## src/hdl/svge_pkg.sv

```systemverilog
// Package for the state vector gate engine: widths, command codes, config indexes.
// No dependencies.
`timescale 1ns / 1ps
package svge_pkg;
  localparam int QUBITS    = 10;
  localparam int FRAC_BITS = 16;
  localparam int AW        = QUBITS;
  localparam int DEPTH     = 1 << QUBITS;
  localparam int DW        = 18;
  localparam int QW        = 4;
  localparam int ONE       = 1 << FRAC_BITS;

  typedef enum logic [2:0] {
    CMD_WRITE   = 3'd0,
    CMD_READ    = 3'd1,
    CMD_RESET   = 3'd2,
    CMD_GATE    = 3'd3,
    CMD_CNOT    = 3'd4,
    CMD_TOFFOLI = 3'd5
  } cmd_t;

  localparam logic [2:0] CFG_R00 = 3'd0;
  localparam logic [2:0] CFG_I00 = 3'd1;
  localparam logic [2:0] CFG_R01 = 3'd2;
  localparam logic [2:0] CFG_I01 = 3'd3;
  localparam logic [2:0] CFG_R10 = 3'd4;
  localparam logic [2:0] CFG_I10 = 3'd5;
  localparam logic [2:0] CFG_R11 = 3'd6;
  localparam logic [2:0] CFG_I11 = 3'd7;

  // Operation after classification by the front end.
  typedef enum logic [2:0] {
    OP_NONE, OP_WRITE, OP_READ, OP_RESET, OP_GATE, OP_SWAP
  } op_t;

  typedef struct packed {
    op_t                   op;
    logic [AW-1:0]         idx;
    logic signed [DW-1:0]  wr_re;
    logic signed [DW-1:0]  wr_im;
    logic [AW-1:0]         tmask;
    logic [AW-1:0]         cmask;
  } job_t;

  // Clamp to -1.0 .. +1.0.
  function automatic logic signed [DW-1:0] sat18(input logic signed [47:0] v);
    logic signed [47:0] one;
    one = 48'(ONE);
    if (v > one) return DW'(ONE);
    if (v < -one) return DW'(-ONE);
    return v[DW-1:0];
  endfunction
endpackage

```

## src/hdl/svge_queue.sv

```systemverilog
// Two-entry job queue between front and back end.
// Depends on svge_pkg.
`timescale 1ns / 1ps
module svge_queue (
  input  logic           clk,
  input  logic           rst_n,
  input  logic           push,
  input  svge_pkg::job_t push_job,
  output logic           full,
  input  logic           pop,
  output logic           not_empty,
  output svge_pkg::job_t head
);
  svge_pkg::job_t mem_r [2];
  logic           wp_r, rp_r;
  logic [1:0]     cnt_r;

  assign full      = cnt_r == 2'd2;
  assign not_empty = cnt_r != 2'd0;
  assign head      = mem_r[rp_r];

  always_ff @(posedge clk) begin
    if (push) mem_r[wp_r] <= push_job;
    if (!rst_n) begin
      wp_r <= 1'b0; rp_r <= 1'b0; cnt_r <= 2'd0;
    end else begin
      if (push) wp_r <= !wp_r;
      if (pop) rp_r <= !rp_r;
      cnt_r <= cnt_r + 2'(push) - 2'(pop);
    end
  end
endmodule

```

## config.mk

```make
export PLATFORM = sky130hd
export DESIGN_NAME = svge_queue
export DESIGN_NICKNAME = d
export VERILOG_FILES = /design/src/hdl/svge_pkg.sv /design/src/hdl/svge_queue.sv
export SDC_FILE = /design/constraint.sdc
export NUM_CORES = 1
export LEC_CHECK = 0
export BUFFER_PORTS_ARGS = -buffer_cell sky130_fd_sc_hd__clkbuf_2
export CAP_MARGIN = 20
export CORE_ASPECT_RATIO = 0.7
export CORE_MARGIN = 2
export CORE_UTILIZATION = 35
export DETAILED_ROUTE_END_ITERATION = 10
export HOLD_SLACK_MARGIN = 0.03
export PLACE_DENSITY = 0.64
export SLEW_MARGIN = 20
export SYNTH_ARGS = -nofsm -noshare
export SYNTH_HDL_FRONTEND = slang
export SYNTH_SLANG_ARGS = --single-unit
```

## constraint.sdc

```tcl
create_clock -name clk -period 5.5 [get_ports clk]
set_input_delay 1.1 -clock clk [delete_from_list [all_inputs] [get_ports clk]]
set_output_delay 1.1 -clock clk [all_outputs]
set_load 0.005 [all_outputs]
```

==> reports/qor.yml, run 1 <==
floorplanning:
  io-pin-count: 144
  initial_core_util: 0.358
  die_height_um: 106
  rows: 37
  dieArea_um2: 16000
  die_w_um: 150
  coreArea_um2: 14700
yosys:
  syn_inst: 236
  synth_area_um2: 5250
  yosysUniqueCellTypes: 15
  syn_area_per_cell_um2: 22.2
  ys_async_sr_fraction: 0
  yosysMostFrequentCell: "edfxtp_1"
  yosysSeqAreaShare: 0.809
  synthTopCellsByArea: "edfxtp_1 (79%), mux2_2 (13%), mux2_4 (2.9%)"
  ys_ff_latch: 143
  yosysWarnings: 0
  synth_edf_count: 138
  yosys_most_used_dff: "edfxtp_1"
  yosysTopAreaCellShare: 0.790
  synth_nets: 311
  synth_common_cells: "edfxtp_1 (138), mux2_2 (59), mux2_4 (10), buf_2 (5), dfxtp_1 (5)"
  synth.largest_area_cell: "edfxtp_1"
layout:
  nNetsFinal: 467
  multi_input_area_um2: 945
  nFillCells: 1264
  syn2layout_area_growth_pct: 29.8
  antennaDiodeCount: 0
  drive_gt1_frac: 0.604
  seq_area_um2: 4250
pwr:
  internal_power_uw: 2190
  power_uw: 2720
  p_sw_uw: 534
  comb_power_share: 0.080
  p_leak_uw: 0.00262
  p_clk_frac: 0.444
  seqPwrFrac: 0.476
  sw_frac_of_total: 0.196
  powerDensity_nw_per_um2: 399
  vdd_drop_max_v: 0.000217
critical_path:
  criticalPathCategory: "flop to output pin"
  cp.arrival_ps: 2000
  r2r_slack_ps: 3870
  critical_path_required_ps: 4400
  cp_max_fo: 69
  crit_path_end_kind: "output pin"
  cp-start-kind: "flop"
sta:
  slew_headroom: 0.336
  rsz0062_at_grt: "false"
  max_freq_mhz: 323
  clock_skew_ps: 4.00
  tns_ps: 0
  hold_viol_final: 0
  worst_pin_slew_ps: 996
  finalMaxSlewViolations: 0
  setup_viol: 0
  post-route-min-period_ps: 3100
  fin_crit_sh: 0.564
cts:
  ctsResizeCount: 0
  cts_buffers: 17
  cts.path.max_buffers: 2
  clk_pin_slew_ps: 50
  hold_buffers: 0
  h-tree-depth: 4
  post_cts_buffers: 0
  clk_latency_ps: 410
  cts_tree: "yes"
  clock-sinks: 143
  clock-root-buffer: "clkbuf_16"
detailed_routing:
  dr.pass1.iters: 4
  num_vias: 2670
  ant_nets: 0
  wl_per_cell_um: 15.8
  drc: 0
  viasPerCell: 4.46
  drt_iter0_drc: 86
  drt_wl_total_mm: 9.47
global_route:
  grt-ovfl-total: 0
  grt_pass1_wl_mm: 13.8
  grt_pass1_vias: 2762
  antenna_found_initial: 0
  grt_use_total: 0.121
  grt_max_degree: 70
placed_design:
  portBuffers: 143
  place_congestion: 0.681
  dp.final_hpwl_mm: 5.86
job:
  max_cap_viol_count: 0
worst_hold_path:
  min_path_type: "flop to flop"
run_status:
  status: "finished clean"
-- placed cells by master (no fill, tap or decap), drive strengths merged --
cell and n:
clkbuf 163, edfxtp 138, mux2 69, bufinv 5, dfxtp 5, clkinv 5
and2 4, nor2b 4, inv 3, ha 2, buf 2, or2 1
xor2 1, o21a 1, xnor3 1
-- path summary, 6_finish.rpt --
path / start / end / cells past startpoint
setup reg to reg: wp_r / mem_r[1][61] / 1
setup / recovery: flop / head[35] / 2
hold / removal: rp_r / flop / 2
hold reg to reg: rp_r / flop / 2
-- worst max-delay path: stages (launching register included) --
cell and delay, ps:
dfxtp_4 1000, mux2_2 430, clkbuf_2 110
-- routing by layer --
| metal | up-vias | track usage | part of all wire |
|---|---|---|---|
| met5 | - | 0 | 0 |
| met4 | 0 | 0.0485 | 0.012 |
| met3 | 10 | 0.0678 | 0.090 |
| met2 | 114 | 0.179 | 0.45 |
| met1 | 1301 | 0.147 | 0.45 |
| li1 | 1245 | - | - |
-- sequential cells by signal, indices dropped and copies added, names as in the netlist, named ones only --
| signal | count |
|---|---|
| mem_r | 138 |
| cnt_r | 2 |
| rp_r | 1 |
| wp_r | 1 |
-- kinds of logic (layout without fill, tap and decap cells) --
| logic type | count (synthesis) | after routing | share of synthesized area |
|---|---|---|---|
| compound gates | 1 | 1 | 0.00143 |
| buf+inv | 10 | 178 | 0.0133 |
| xor+xnor | 2 | 2 | 0.00596 |
| fa+ha+maj | 2 | 2 | 0.00477 |
| flops | 143 | 143 | 0.809 |
| simple gates | 9 | 9 | 0.0107 |
| mux | 69 | 69 | 0.155 |
-- final cells by class --
cell class                 count  area share
inverter                       2     0.00110
multi-input combinational     83       0.139
sequential                   143       0.624
clock buffer                  20      0.0641
clock inverter                11      0.0277
timing repair buffer         145       0.109
tap                          195      0.0358
-- power groups by stage --
stage               Sequential, µW  Combinational, µW  Clock (µW)
floorplan                     1300                134           0
global placement              1320                214           0
detailed placement            1320                218           0
CTS                           1300                220        1240
global route                  1300                239        1290
finish                        1290                217        1210
-- through the flow --
step | setup WS [ps] | instance area, µm² | utilization | instances | hold WS, ps
2_1_floorplan | 836 | 5250 | - | 236 | 555
3_3_place_gp | 2420 | 6170 | 0.420 | 567 | 557
3_5_place_dp | 2370 | 6170 | 0.420 | 567 | 571
4_1_cts | 2330 | 6790 | 0.463 | 598 | 587
5_1_grt | 2230 | 6810 | 0.464 | 599 | 621
6_report | 2400 | 6810 | 0.464 | 599 | 583
Note: power is estimated with default switching activity, not from simulation.
==> run 2, diff against run 1 <==
==> constraint.sdc (replaced) <==
create_clock -name clk -period 2.9 [get_ports clk]
set_input_delay 0.58 -clock clk [delete_from_list [all_inputs] [get_ports clk]]
set_output_delay 0.58 -clock clk [all_outputs]
set_load 0.005 [all_outputs]
==> run 2 against run 1 <==
Compared with the run above: register-to-register slack lost 2600 ps; via count grew 1.0%; first-iteration DRC count grew 30%; worst hold slack lost 230 ps; worst setup slack lost 2000 ps; sequential power grew 88%; critical path type unchanged; largest cell class unchanged.
==> reports/qor.yml, run 2 (synthesis results as in run 1) <==
critical_path:
  crit_path_end_kind: "output pin"  # unchanged
  critical_path_required_ps: 2320  # was 4400 ps
  timing.critical_path.to: "head[51]"  # was head[35]
  cp.arrival_ps: 1890  # was 2000 ps
  criticalPathCategory: "flop to output pin"  # unchanged
  r2r_cells: 2  # was 1
  crit-reg2reg-launch: "wp_r"  # unchanged
  cp_max_fo: 40  # was 69
  worstReg2RegEnd: "mem_r[1][60]"  # was mem_r[1][61]
  r2r_slack_ps: 1280  # was 3870 ps
  cp-start-kind: "flop"  # unchanged
detailed_routing:
  wl_per_cell_um: 16.1  # was 15.8 µm
  dr.pass1.iters: 4  # unchanged
  drc: 0  # unchanged
  drt_wl_total_mm: 9.72  # was 9.47 mm
  ant_nets: 0  # unchanged
  viasPerCell: 4.47  # was 4.46
  drt_iter0_drc: 112  # was 86
  num_vias: 2698  # was 2670
worst_hold_path:
  min_path_type: "primary input to flop"  # was flop to flop
sta:
  post-route-min-period_ps: 2470
  fin_crit_sh: 0.851
  finalMaxSlewViolations: 0  # unchanged
  setup_viol: 0  # unchanged
  holdWs_ps: 351  # was 583 ps
  tns_ps: 0  # unchanged
  hold_viol_final: 0  # unchanged
  max_freq_mhz: 405
  clock_skew_ps: 6.93  # was 4.00 ps
  worst_pin_slew_ps: 563  # was 996 ps
  slew_headroom: 0.624  # was 0.336
  rsz0062_at_grt: "false"  # unchanged
layout:
  drive_gt1_frac: 0.611  # was 0.604
  antennaDiodeCount: 0  # unchanged
  mostFrequentLayoutCell: "clkbuf_2"  # unchanged
  nFillCells: 1260  # was 1264
  top_register: "mem_r"  # unchanged
  nNetsFinal: 471  # was 467
  largest_reg_flops: 138  # unchanged
  syn2layout_area_growth_pct: 28.6  # was 29.8%
  top_regs: "mem_r x138, cnt_r x2"  # unchanged
  final_cell_mix: "clkbuf_2 (143), edfxtp_1 (138), mux2_2 (59)"  # unchanged
run_status:
  status: "finished clean"  # unchanged
global_route:
  antenna_found_initial: 0  # unchanged
  grt_pass1_wl_mm: 14.4  # was 13.8 mm
  grt_use_total: 0.124  # was 0.121
  grt_max_degree: 41  # was 70
  grt-ovfl-total: 0  # unchanged
  grt_pass1_vias: 2779  # was 2762
placed_design:
  place_congestion: 0.715  # was 0.681
  dp.final_hpwl_mm: 6.40  # was 5.86 mm
  portBuffers: 143  # unchanged
cts:
  post_cts_buffers: 0  # unchanged
  cts_tree: "yes"  # unchanged
  hold_buffers: 0  # unchanged
  clk_latency_ps: 410  # about the same
  h-tree-depth: 4  # unchanged
  clock-root-buffer: "clkbuf_16"  # unchanged
  cts_buffers: 17  # unchanged
  clk_pin_slew_ps: 60  # was 50 ps
  ctsResizeCount: 0  # unchanged
  cts.path.max_buffers: 2  # unchanged
  clock-sinks: 143  # unchanged
floorplanning:
  rows: 37  # unchanged
  initial_core_util: 0.358  # unchanged
  dieArea_um2: 16000  # unchanged
  io-pin-count: 144  # unchanged
  die_height_um: 106  # unchanged
  coreArea_um2: 14700  # unchanged
  die_w_um: 150  # unchanged
pwr:
  powerDensity_nw_per_um2: 715  # was 399 nW/µm²
  vdd_drop_max_v: 0.000397  # was 0.000217 V
  p_leak_uw: 0.00259  # was 0.00262 µW
job:
  max_cap_viol_count: 0  # unchanged
-- run 2: cell count changes in the layout (fill, tap and decap cells not counted) --
cell | previous run | this run
buf_4 | 1 | 5
bufinv_16 | 5 | 1
clkbuf_1 | 3 | 2
clkinv_2 | 1 | 6
clkinv_4 | 2 | 1
clkinvlp_4 | 0 | 3
inv_6 | 1 | 0
-- run 2: worst max-delay path: stages, from the launching register on --
cell	delay, ps
dfxtp_4	630
buf_12	310
mux2_2	390
clkbuf_2	120
-- run 2: per-layer routing --
layer  GRT usage  share of wire  wire [µm]
met1       0.158           0.46       4470
met2       0.183           0.46       4430
met5           0              0          0
met4      0.0425          0.011        109
met3      0.0639          0.073        708
-- run 2: through the flow --
step           setup WS, ps  area (µm²)   util  power, µW  instances
2_1_floorplan          60.3        5250      -       2710        236
3_3_place_gp            862        6220  0.424       2910        572
3_5_place_dp            825        6220  0.424       2930        572
4_1_cts                 369        6750  0.460       4890        604
5_1_grt                 309        6750  0.460       5020        604
6_report                432        6750  0.460       4830        604
-- run 2: how the worst min path moves through the flow --
stage,end,cells past startpoint,slack [ps],start
floorplan,flop,2,550,rp_r
global placement,flop,2,560,rp_r
detailed placement,flop,2,590,rp_r
CTS,mem_r[0][10],1,330,push_job[10]
global route,mem_r[1][11],1,330,push_job[11]
finish,mem_r[0][47],1,350,push_job[47]
-- run 2: power breakdown --
part / switching (µW) / total (µW) / leakage (µW) / internal [µW]
clock network: 787 / 1950 / 0.000257 / 1160
registers: 44.9 / 2430 / 0.00134 / 2390
logic: 199 / 443 / 0.000999 / 245
total: 1030 / 4830 / 0.00259 / 3800
-- run 2: final cells by class --
cell class / count / area [µm²] / area share
clock buffers: 19 / 433 / 0.0641
inverters: 2 / 7.51 / 0.00111
repair buffers: 149 / 773 / 0.115
multi-input cells: 83 / 945 / 0.140
clock inverters: 13 / 98.8 / 0.0146
well taps: 195 / 244 / 0.0362
flip-flops and latches: 143 / 4250 / 0.629
