==> src/hdl/svge_pkg.sv <==
// Package for the state vector gate engine: widths, command codes, config indexes.
// No dependencies.
`timescale 1ns / 1ps
package svge_pkg;
  localparam int QUBITS    = 10;
  localparam int FRAC_BITS = 16;
  localparam int AW        = QUBITS;
  localparam int DEPTH     = 1 << QUBITS;
  localparam int DW        = 18;
  localparam int QW        = 4;
  localparam int ONE       = 1 << FRAC_BITS;

  typedef enum logic [2:0] {
    CMD_WRITE   = 3'd0,
    CMD_READ    = 3'd1,
    CMD_RESET   = 3'd2,
    CMD_GATE    = 3'd3,
    CMD_CNOT    = 3'd4,
    CMD_TOFFOLI = 3'd5
  } cmd_t;

  localparam logic [2:0] CFG_R00 = 3'd0;
  localparam logic [2:0] CFG_I00 = 3'd1;
  localparam logic [2:0] CFG_R01 = 3'd2;
  localparam logic [2:0] CFG_I01 = 3'd3;
  localparam logic [2:0] CFG_R10 = 3'd4;
  localparam logic [2:0] CFG_I10 = 3'd5;
  localparam logic [2:0] CFG_R11 = 3'd6;
  localparam logic [2:0] CFG_I11 = 3'd7;

  // Operation after classification by the front end.
  typedef enum logic [2:0] {
    OP_NONE, OP_WRITE, OP_READ, OP_RESET, OP_GATE, OP_SWAP
  } op_t;

  typedef struct packed {
    op_t                   op;
    logic [AW-1:0]         idx;
    logic signed [DW-1:0]  wr_re;
    logic signed [DW-1:0]  wr_im;
    logic [AW-1:0]         tmask;
    logic [AW-1:0]         cmask;
  } job_t;

  // Clamp to -1.0 .. +1.0.
  function automatic logic signed [DW-1:0] sat18(input logic signed [47:0] v);
    logic signed [47:0] one;
    one = 48'(ONE);
    if (v > one) return DW'(ONE);
    if (v < -one) return DW'(-ONE);
    return v[DW-1:0];
  endfunction
endpackage

==> src/hdl/svge_front.sv <==
// Front end: takes commands, checks qubit numbers and builds a job for the back end.
// Depends on svge_pkg.
`timescale 1ns / 1ps
module svge_front (
  input  logic                          in_start,
  output logic                          in_busy,
  input  logic [2:0]                    in_cmd,
  input  logic [svge_pkg::AW-1:0]       in_amp_index,
  input  logic signed [svge_pkg::DW-1:0] in_real,
  input  logic signed [svge_pkg::DW-1:0] in_imag,
  input  logic [svge_pkg::QW-1:0]       in_target_qubit,
  input  logic [svge_pkg::QW-1:0]       in_control_qubit_a,
  input  logic [svge_pkg::QW-1:0]       in_control_qubit_b,
  input  logic                          q_full,
  output logic                          q_push,
  output svge_pkg::job_t                q_job
);
  logic              t_ok, a_ok, b_ok;
  logic [svge_pkg::AW-1:0] tm, am, bm;

  assign in_busy = q_full;
  assign q_push  = in_start && !q_full;

  assign t_ok = in_target_qubit < svge_pkg::QW'(svge_pkg::QUBITS);
  assign a_ok = in_control_qubit_a < svge_pkg::QW'(svge_pkg::QUBITS);
  assign b_ok = in_control_qubit_b < svge_pkg::QW'(svge_pkg::QUBITS);
  assign tm = svge_pkg::AW'(1) << in_target_qubit;
  assign am = svge_pkg::AW'(1) << in_control_qubit_a;
  assign bm = svge_pkg::AW'(1) << in_control_qubit_b;

  always_comb begin
    q_job       = '0;
    q_job.idx   = in_amp_index;
    q_job.wr_re = svge_pkg::sat18(48'(in_real));
    q_job.wr_im = svge_pkg::sat18(48'(in_imag));
    q_job.tmask = tm;
    q_job.op    = svge_pkg::OP_NONE;
    case (in_cmd)
      svge_pkg::CMD_WRITE: q_job.op = svge_pkg::OP_WRITE;
      svge_pkg::CMD_READ:  q_job.op = svge_pkg::OP_READ;
      svge_pkg::CMD_RESET: q_job.op = svge_pkg::OP_RESET;
      svge_pkg::CMD_GATE:  if (t_ok) q_job.op = svge_pkg::OP_GATE;
      svge_pkg::CMD_CNOT: begin
        q_job.cmask = am;
        // control equal to target never matches, so no pair moves
        if (t_ok && a_ok && in_control_qubit_a != in_target_qubit)
          q_job.op = svge_pkg::OP_SWAP;
      end
      svge_pkg::CMD_TOFFOLI: begin
        q_job.cmask = am | bm;
        if (t_ok && a_ok && b_ok && in_control_qubit_a != in_target_qubit &&
            in_control_qubit_b != in_target_qubit)
          q_job.op = svge_pkg::OP_SWAP;
      end
      default: q_job.op = svge_pkg::OP_NONE;
    endcase
  end
endmodule

==> config.mk <==
export PLATFORM = sky130hd
export DESIGN_NAME = svge_front
export DESIGN_NICKNAME = d
export VERILOG_FILES = /design/src/hdl/svge_pkg.sv /design/src/hdl/svge_front.sv
export SDC_FILE = /design/constraint.sdc
export NUM_CORES = 1
export LEC_CHECK = 0
export BUFFER_PORTS_ARGS = -buffer_cell sky130_fd_sc_hd__buf_2
export CORE_ASPECT_RATIO = 1.75
export CORE_UTILIZATION = 30
export DETAILED_ROUTE_END_ITERATION = 10
export PLACE_DENSITY = 0.85
export SLEW_MARGIN = 10
export SYNTH_ARGS = -nofsm -noshare
export SYNTH_HDL_FRONTEND = slang
export SYNTH_SLANG_ARGS = --single-unit
==> constraint.sdc <==
create_clock -name vclk -period 1.7
set_clock_uncertainty 0.2 [all_clocks]
set_input_delay 0.17 -clock vclk [all_inputs]
set_output_delay 0.17 -clock vclk [all_outputs]
set_load 0.01 [all_outputs]
==> run_results.csv, run 1 <==
group,metric,value,unit
timing,setup_ws,-0.101,ns
logic_synthesis,synth_seq_area_share,0,
logic_synthesis,synth_compound_area_frac,0.173,
min_path,min_to,"q_job[64]",
timing,max_freq,555,MHz
logic_synthesis,synthCells,145,
logic_synthesis,netlist.area_leader.share,0.177,
logic_synthesis,synth_fa_ha_area_frac,0,
logic_synthesis,syn_nets,208,
detailed_routing,num_vias,1589,
power_and_ir_drop,p_leak,0.943,nW
detailed_routing,drt_iter0_markers,37,
detailed_routing,viasPerCell,5.56,
run_status,violations,"design-rule violations, negative setup slack",
floorplan,io_pins,134,
detailed_routing,drc,13,
placement,gp_congestion,0.836,
power_and_ir_drop,peakVddDrop,123,uV
global_route,grt_overflow,0,
global_route,grt_pass1_vias,1284,
job,maxCapViolCount,0,
logic_synthesis,synth-simple-area-share,0.577,
cells_and_area,syn2layout_area_growth,104,%
global_route,met2_usage,0.484,
timing,timing.slew.headroom,0.775,
timing,min_period_over_period,1.06,
global_route,met3_usage,0.0192,
min_path,hold_class,"in -> out",
timing,hold_viol_final,0,
detailed_routing,detail_route.first_pass.iterations,7,
timing,rsz0062_at_grt,"yes",
detailed_routing,wire_per_inst,15.7,um
setup_path,startpoint_type,"input pin",
global_route,grt_pass1_wl,5.43,mm
logic_synthesis,synth_top_cells_by_area,"and2_1 18%, buf_4 9.0%, nor4_1 6.8%",
cells_and_area,final_nets,323,
setup_path,cp.arrival,1.43,ns
placement,pre_cts_slack,-0.0620,ns
logic_synthesis,synth_mux_area_frac,0.0150,
floorplan,dieArea,3300,um2
timing,period_minus_slack,1.80,ns
logic_synthesis,synthMostInstantiatedCell,"and2_1",
floorplan,die_h,75.2,um
logic_synthesis,synth.largest_area_cell,"and2_1",
detailed_routing,wl,4.48,mm
timing,worstMarginPinSlew,0.333,ns
global_route,use_met1,0.161,
setup_path,critical_path_class,"in -> out",
detailed_routing,drtAntennaViolNets,0,
global_route,antenna_found_initial,0,
setup_path,cp_max_fo,6,
global_route,grt_most_used_layer,"met2",
cells_and_area,clkbuf_count,0,
logic_synthesis,synth_top_family_by_area,"simple AND/OR/NAND/NOR gates",
power_and_ir_drop,cellPowerDensity,261,nW/um2
setup_path,crit_path_end_kind,"output port",
logic_synthesis,synth_area,920,um2
global_route,grt_usage,0.210,
logic_synthesis,ys_types,38,
cells_and_area,final_core_util,0.639,
floorplan,rows,26,
cells_and_area,drive_gt1_frac,0.647,
timing,setup_viol,15,
floorplan,die_w,43.9,um
cells_and_area,antenna_cells,0,
logic_synthesis,yosysWarnings,0,
global_route,grt_max_degree,17,
min_path,hold_path_depth,0,
logic_synthesis,synth_area_per_cell,6.34,um2
timing,fin_tns_setup,-0.818,ns
floorplan,core-area,2930,um2
placement,dpl.cell_count,285,
power_and_ir_drop,power.total,0.489,mW
setup_path,crit_required,1.33,ns
timing,drv_slew,0,
cells_and_area,instances_no_fill,286,
cells_and_area,seq_cell_count,0,
cells_and_area,seqCellArea,0,um2
floorplan,start_util,0.314,
placement,port_buffers,114,
placement,dp_hpwl,3.23,mm
run_status,outcome,"finished, violations left",
min_path,hold_start,"in_amp_index[8]",
logic_synthesis,synth_commonest_cells,"26 x and2_1, 11 x buf_4, 10 x nor4_1",
logic_synthesis,synthXorXnorAreaFrac,0.0667,
-- cells in the final DEF, fill, tap and decap left out, drive strengths merged, types with 3 or more instances in the layout --
master / count
and2: 32
buf: 134
inv: 5
nand2: 5
nand2b: 9
nand4: 3
nor2: 8
nor2b: 3
nor3: 5
nor4: 10
o21ai: 4
o22ai: 6
or3: 5
xnor2: 5
-- through the flow --
| stage | hold WS, ns | area [um2] |
|---|---|---|
| detailed placement | 0.140 | 1530 |
| floorplan | 0.186 | 920 |
| CTS | 0.140 | 1570 |
| global placement | 0.140 | 1530 |
| global route | 0.140 | 1870 |
| finish | 0.140 | 1870 |
-- critical path, stage by stage --
cell and delay, ns:
buf_2 0.13, nor4_4 0.28, nand4_1 0.17, a21oi_2 0.24
buf_2 0.19, and2_1 0.13, buf_2 0.13
-- layout make-up --
| type | count | area [um2] |
|---|---|---|
| inverter | 5 | 18.8 |
| timing repair buffer | 134 | 877 |
| fill | 233 | 1060 |
| tap | 28 | 35.0 |
| multi-input combinational | 119 | 941 |
-- cell families (layout without fill, tap and decap cells) --
logic type | count (synthesis) | after routing
buffers and inverters | 26 | 139
muxes | 1 | 1
AOI/OAI and AO/OA | 23 | 23
and+or+nand+nor | 88 | 88
xor gates and xnor gates | 7 | 7
-- report_power, final --
group	total, mW	leakage, nW	internal, mW	switching [mW]
clock network	0	0	0	0
logic	0.489	0.943	0.254	0.235
registers	0	0	0	0
total	0.489	0.943	0.254	0.235
-- how the worst max path moves through the flow --
stage / start / end / cells past startpoint
2_1_floorplan: in_imag[2] / q_job[20] / 5
3_3_place_gp: in_imag[9] / q_job[32] / 7
3_5_place_dp: in_cmd[1] / q_job[0] / 6
4_1_cts: in_cmd[1] / q_job[0] / 6
5_1_grt: in_real[4] / q_job[41] / 7
6_report: in_real[4] / q_job[46] / 7
-- what timing repair did --
action / 4_1_cts / 5_1_grt
hold endpoints to repair: 0 / 0
cloned: 0 / 1
hold buffers: 0 / 0
setup endpoints to repair: 33 / 34
pin swaps: 2 / 21
resized for setup: 7 / 60
setup buffers: 0 / 0
-- metal layers --
layer	vias up	routed length, um
met5	-	0
met4	0	219
met3	21	452
met2	114	2480
met1	727	1320
li1	727	-
Note: power is estimated with default switching activity, not from simulation.
==> run 2, diff against run 1 <==
--- a/config.mk
+++ b/config.mk
@@ -11,2 +11,3 @@
 export DETAILED_ROUTE_END_ITERATION = 10
+export MAX_ROUTING_LAYER = met4
 export PLACE_DENSITY = 0.85
--- a/constraint.sdc
+++ b/constraint.sdc
@@ -4,2 +4,2 @@
 set_output_delay 0.17 -clock vclk [all_outputs]
-set_load 0.01 [all_outputs]
+set_load 0.05 [all_outputs]
==> run 2 against run 1 <==
  * Global-route usage grew 13 points
  * Wire length is 31% higher
  * Total power up 93%
  * Design area is 35% higher
  * Critical path type unchanged
  * First-iteration DRC count increased by 54%
  * The run still ends with design-rule violations, negative setup slack left
==> run_results.csv, run 2 (synthesis gave the netlist of run 1 again) <==
group,metric,value,unit
run_status,outcome,"finished, violations left",
run_status,violations,"design-rule violations, negative setup slack",
timing,whs,0.140,ns
timing,min_period_over_period,1.08,
floorplan,start_util,0.314,
cells_and_area,seq_cell_count,0,
power_and_ir_drop,power.total,0.944,mW
cells_and_area,mostFrequentLayoutCells,"55 x buf_2, 32 x buf_4, 31 x buf_8",
power_and_ir_drop,cellPowerDensity,372,nW/um2
job,maxCapViolCount,0,
power_and_ir_drop,peakVddDrop,204,uV
placement,place_area,1770,um2
power_and_ir_drop,p_leak,1.18,nW
timing,setup_ws,-0.134,ns
global_route,grt_pass1_vias,1577,
cells_and_area,antenna_cells,0,
timing,hold_viol_final,0,
placement,port_buffers,114,
power_and_ir_drop,power_frac_seq,0,
cells_and_area,final_core_util,0.866,
setup_path,slowest_stage,"nor4_4",
power_and_ir_drop,p_switching,0.536,mW
setup_path,cp.arrival,1.46,ns
detailed_routing,drt_iter0_markers,57,
timing,drv_slew,0,
cts,postCtsSetupBuffers,0,
min_path,min_to,"q_job[59]",
cells_and_area,final_area,2530,um2
power_and_ir_drop,netSwitchingFraction,0.568,
setup_path,crit_required,1.33,ns
min_path,hold_path_depth,0,
setup_path,cp_common_cell,"buf_6",
placement,gp_congestion,0.813,
placement,dpl.cell_count,300,
cells_and_area,instances_no_fill,301,
detailed_routing,wire_per_inst,19.5,um
timing,fin_tns_setup,-3.77,ns
power_and_ir_drop,clkPwrFrac,0,
timing,setup_viol,36,
floorplan,die_w,43.9,um
floorplan,io_pins,134,
detailed_routing,detail_route.first_pass.iterations,10,
setup_path,crit_buf_inv,3,
placement,pre_cts_slack,-0.260,ns
floorplan,dieArea,3300,um2
global_route,grt_pass1_wl,8.02,mm
global_route,antenna_found_initial,0,
power_and_ir_drop,share_comb_of_total_power,1.000,
setup_path,startpoint_type,"input pin",
cells_and_area,final_nets,338,
placement,dp_hpwl,3.70,mm
setup_path,cpPeakStageDelay,0.32,ns
global_route,grt_usage,0.338,
global_route,grt_overflow,0,
detailed_routing,drc,11,
setup_path,worstPathCellList,"buf_6, nor4_4, nand4_1, a21oi_2, buf_6, and2_4, buf_8",
cells_and_area,drive_gt1_frac,0.795,
cells_and_area,clkbuf_count,0,
floorplan,rows,26,
power_and_ir_drop,internal_power,0.407,mW
detailed_routing,drtAntennaViolNets,0,
setup_path,critical_path_class,"in -> out",
timing,timing.slew.headroom,0.802,
timing,worstMarginPinSlew,0.295,ns
timing,rsz0062_at_grt,"yes",
cts,cts_hold_buf,0,
cells_and_area,final_common_cell,"buf_2",
timing,period_minus_slack,1.83,ns
setup_path,cp_top_family,"simple AND/OR/NAND/NOR gates",
floorplan,die_h,75.2,um
setup_path,crit_path_end_kind,"output port",
cells_and_area,syn2layout_area_growth,176,%
detailed_routing,num_vias,1676,
min_path,hold_start,"in_amp_index[3]",
global_route,grt_max_degree,9,
detailed_routing,wl,5.87,mm
detailed_routing,viasPerCell,5.57,
min_path,hold_class,"in -> out",
floorplan,core-area,2930,um2
timing,max_freq,545,MHz
setup_path,cp_max_fo,8,
cells_and_area,seqCellArea,0,um2
cells_and_area,nFillCells,142,
[run 2: cell types whose count changed in the layout (fill, tap and decap cells not counted), moves of 3 or more]
cell	change
and2_2	-6
and2_1	-17
buf_2	-37
or3_4	+3
buf_8	+29
buf_6	+7
and2_4	+23
o22ai_1	-4
or3_1	-3
buf_4	+15
[run 2: power groups by stage]
stage          clock network, mW  registers, mW  logic [mW]
2_1_floorplan                  0              0       0.504
3_3_place_gp                   0              0       0.658
3_5_place_dp                   0              0       0.672
4_1_cts                        0              0       0.885
5_1_grt                        0              0       0.975
6_report                       0              0       0.944
[run 2: what timing repair did]
item	CTS	global route
cloned	1	0
pin swaps	38	14
resized for setup	176	33
endpoints found under the setup margin	42	40
[run 2: area by class of cell]
cell class	count	area (um2)	share of cell area
inverters	5	18.8	0.00740
well taps	28	35.0	0.0138
repair buffers	149	1330	0.523
multi-input cells	119	1150	0.456
[run 2: worst max path at each step]
stage	start	to	slack, ns	depth (start not counted)
2_1_floorplan	in_target_qubit[2]	q_job[18]	-0.23	3
3_3_place_gp	in_imag[11]	q_job[32]	-0.24	7
3_5_place_dp	in_imag[11]	q_job[32]	-0.26	7
4_1_cts	in_cmd[1]	q_job[0]	-0.07	6
5_1_grt	in_imag[15]	q_job[23]	-0.18	7
6_report	in_real[15]	q_job[45]	-0.13	7
[run 2: layer usage]
layer	GRT usage	wire length (um)	up-vias
met5	-	0	-
met4	0.0370	96	0
met3	0.0815	588	14
met2	0.683	3310	108
met1	0.320	1870	797
li1	-	-	757
==> run 3, diff against run 2 <==
- CORE_ASPECT_RATIO: 1.75 -> 2
- CORE_UTILIZATION: 30 -> 32
- PLACE_DENSITY: 0.85 -> 0.9
==> run 3 against run 2 <==
  * The run ends with negative setup slack left
  * Global-route usage shrank 1.0 points
  * Clock-buffer cell count is the same
  * Non-clock buffer count shrank 1
  * Largest cell class unchanged
  * Highest routed layer unchanged
==> run_results.csv, run 3 (synthesis gave the netlist of run 1 again) <==
group,metric,value,unit
cells_and_area,clkbuf_count,0,
timing,min_period_over_period,1.09,
cells_and_area,drive_gt1_frac,0.787,
timing,hold_viol_final,0,
floorplan,io_pins,134,
cells_and_area,mostFrequentLayoutCells,"57 x buf_2, 33 x buf_4, 32 x buf_8",
global_route,grt_usage,0.327,
min_path,hold_start,"in_amp_index[3]",
setup_path,startpoint_type,"input pin",
cells_and_area,multi_input_area,1120,um2
power_and_ir_drop,p_leak,1.16,nW
floorplan,core-area,2740,um2
timing,setup_viol,38,
global_route,grt_max_degree,8,
power_and_ir_drop,peakVddDrop,229,uV
detailed_routing,drt_iter0_markers,28,
timing,rsz0062_at_grt,"yes",
floorplan,dieArea,3110,um2
detailed_routing,wire_per_inst,18.2,um
cells_and_area,final_core_util,0.910,
global_route,antenna_found_initial,0,
power_and_ir_drop,cellPowerDensity,372,nW/um2
timing,whs,0.140,ns
job,maxCapViolCount,0,
detailed_routing,drtAntennaViolNets,0,
cts,cts_hold_buf,0,
run_status,outcome,"finished, violations left",
cells_and_area,instances_no_fill,301,
floorplan,die_w,39.9,um
placement,gp_congestion,0.876,
setup_path,cp_max_fo,4,
global_route,grt_pass1_wl,7.30,mm
setup_path,crit_required,1.33,ns
global_route,grt_pass1_vias,1660,
cells_and_area,nFillCells,104,
setup_path,cp.arrival,1.48,ns
setup_path,critPathLaunch,"in_cmd[1]",
global_route,met3_usage,0.0657,
timing,max_freq,540,MHz
global_route,grt_most_used_layer,"met2",
cells_and_area,seq_cell_count,0,
min_path,hold_class,"in -> out",
cells_and_area,final_common_cell,"buf_2",
detailed_routing,drc,0,
placement,port_buffers,114,
global_route,met2_usage,0.606,
detailed_routing,viasPerCell,5.55,
global_route,grt_overflow,0,
timing,period_minus_slack,1.85,ns
global_route,use_met1,0.292,
detailed_routing,wl,5.47,mm
timing,timing.slew.headroom,0.737,
setup_path,critical_path_class,"in -> out",
detailed_routing,detail_route.first_pass.iterations,4,
placement,dp_hpwl,3.35,mm
cells_and_area,seqCellArea,0,um2
placement,dpl.cell_count,296,
run_status,violations,"negative setup slack",
timing,drv_slew,0,
cells_and_area,final_nets,337,
floorplan,die_h,77.8,um
cells_and_area,syn2layout_area_growth,171,%
timing,fin_tns_setup,-2.22,ns
floorplan,rows,27,
min_path,hold_path_depth,0,
timing,worstMarginPinSlew,0.391,ns
cells_and_area,antenna_cells,0,
floorplan,start_util,0.336,
detailed_routing,num_vias,1670,
placement,pre_cts_slack,-0.239,ns
setup_path,crit_path_end_kind,"output port",
timing,setup_ws,-0.151,ns
run 3: cell types whose count changed in the layout (fill, tap and decap cells not counted), moves of 2 or more:
cell / delta
o22ai_1: +2
o21ai_0: +2
o22ai_2: -2
buf_2: +2
buf_6: -5
o21ai_1: -2
run 3: layout make-up:
type | instances | share of cell area
Inverter | 5 | 0.00754
Timing Repair Buffer | 148 | 0.528
Tap cell | 29 | 0.0146
Multi-Input combinational cell | 119 | 0.450
run 3: stage by stage:
step / power [mW] / area, um2
after CTS: 0.866 / 2360
after global routing: 0.960 / 2490
after detailed placement: 0.663 / 1750
after floorplan: 0.504 / 1050
after global placement: 0.653 / 1750
final: 0.926 / 2490
run 3: critical path, cell delays in order:
cell and delay [ns]:
buf_6 0.09, buf_6 0.11, and2b_2 0.26, nand3b_1 0.17, or3_1 0.36, o41ai_2 0.07, buf_4 0.26
run 3: final timing paths:
| path | endpoint |
|---|---|
| max | q_job[4] |
| min | q_job[59] |
run 3: power breakdown:
group	switching [mW]	internal [mW]	total (mW)
combinational	0.524	0.403	0.926
sequential	0	0	0
clock	0	0	0
total	0.524	0.403	0.926
run 3: timing repair:
action                     4_1_cts  5_1_grt
cloned                           2        0
pin swaps                       27       20
setup endpoints to repair       42       42
setup buffers                    2        1
resized for setup              165       33
run 3: layer usage:
metal  wire, um  part of all wire  up-vias
met2       2830              0.52      134
li1           -                 -      756
met5          0                 0        -
met1       1750              0.32      752
met4        265             0.048        0
met3        619              0.11       28
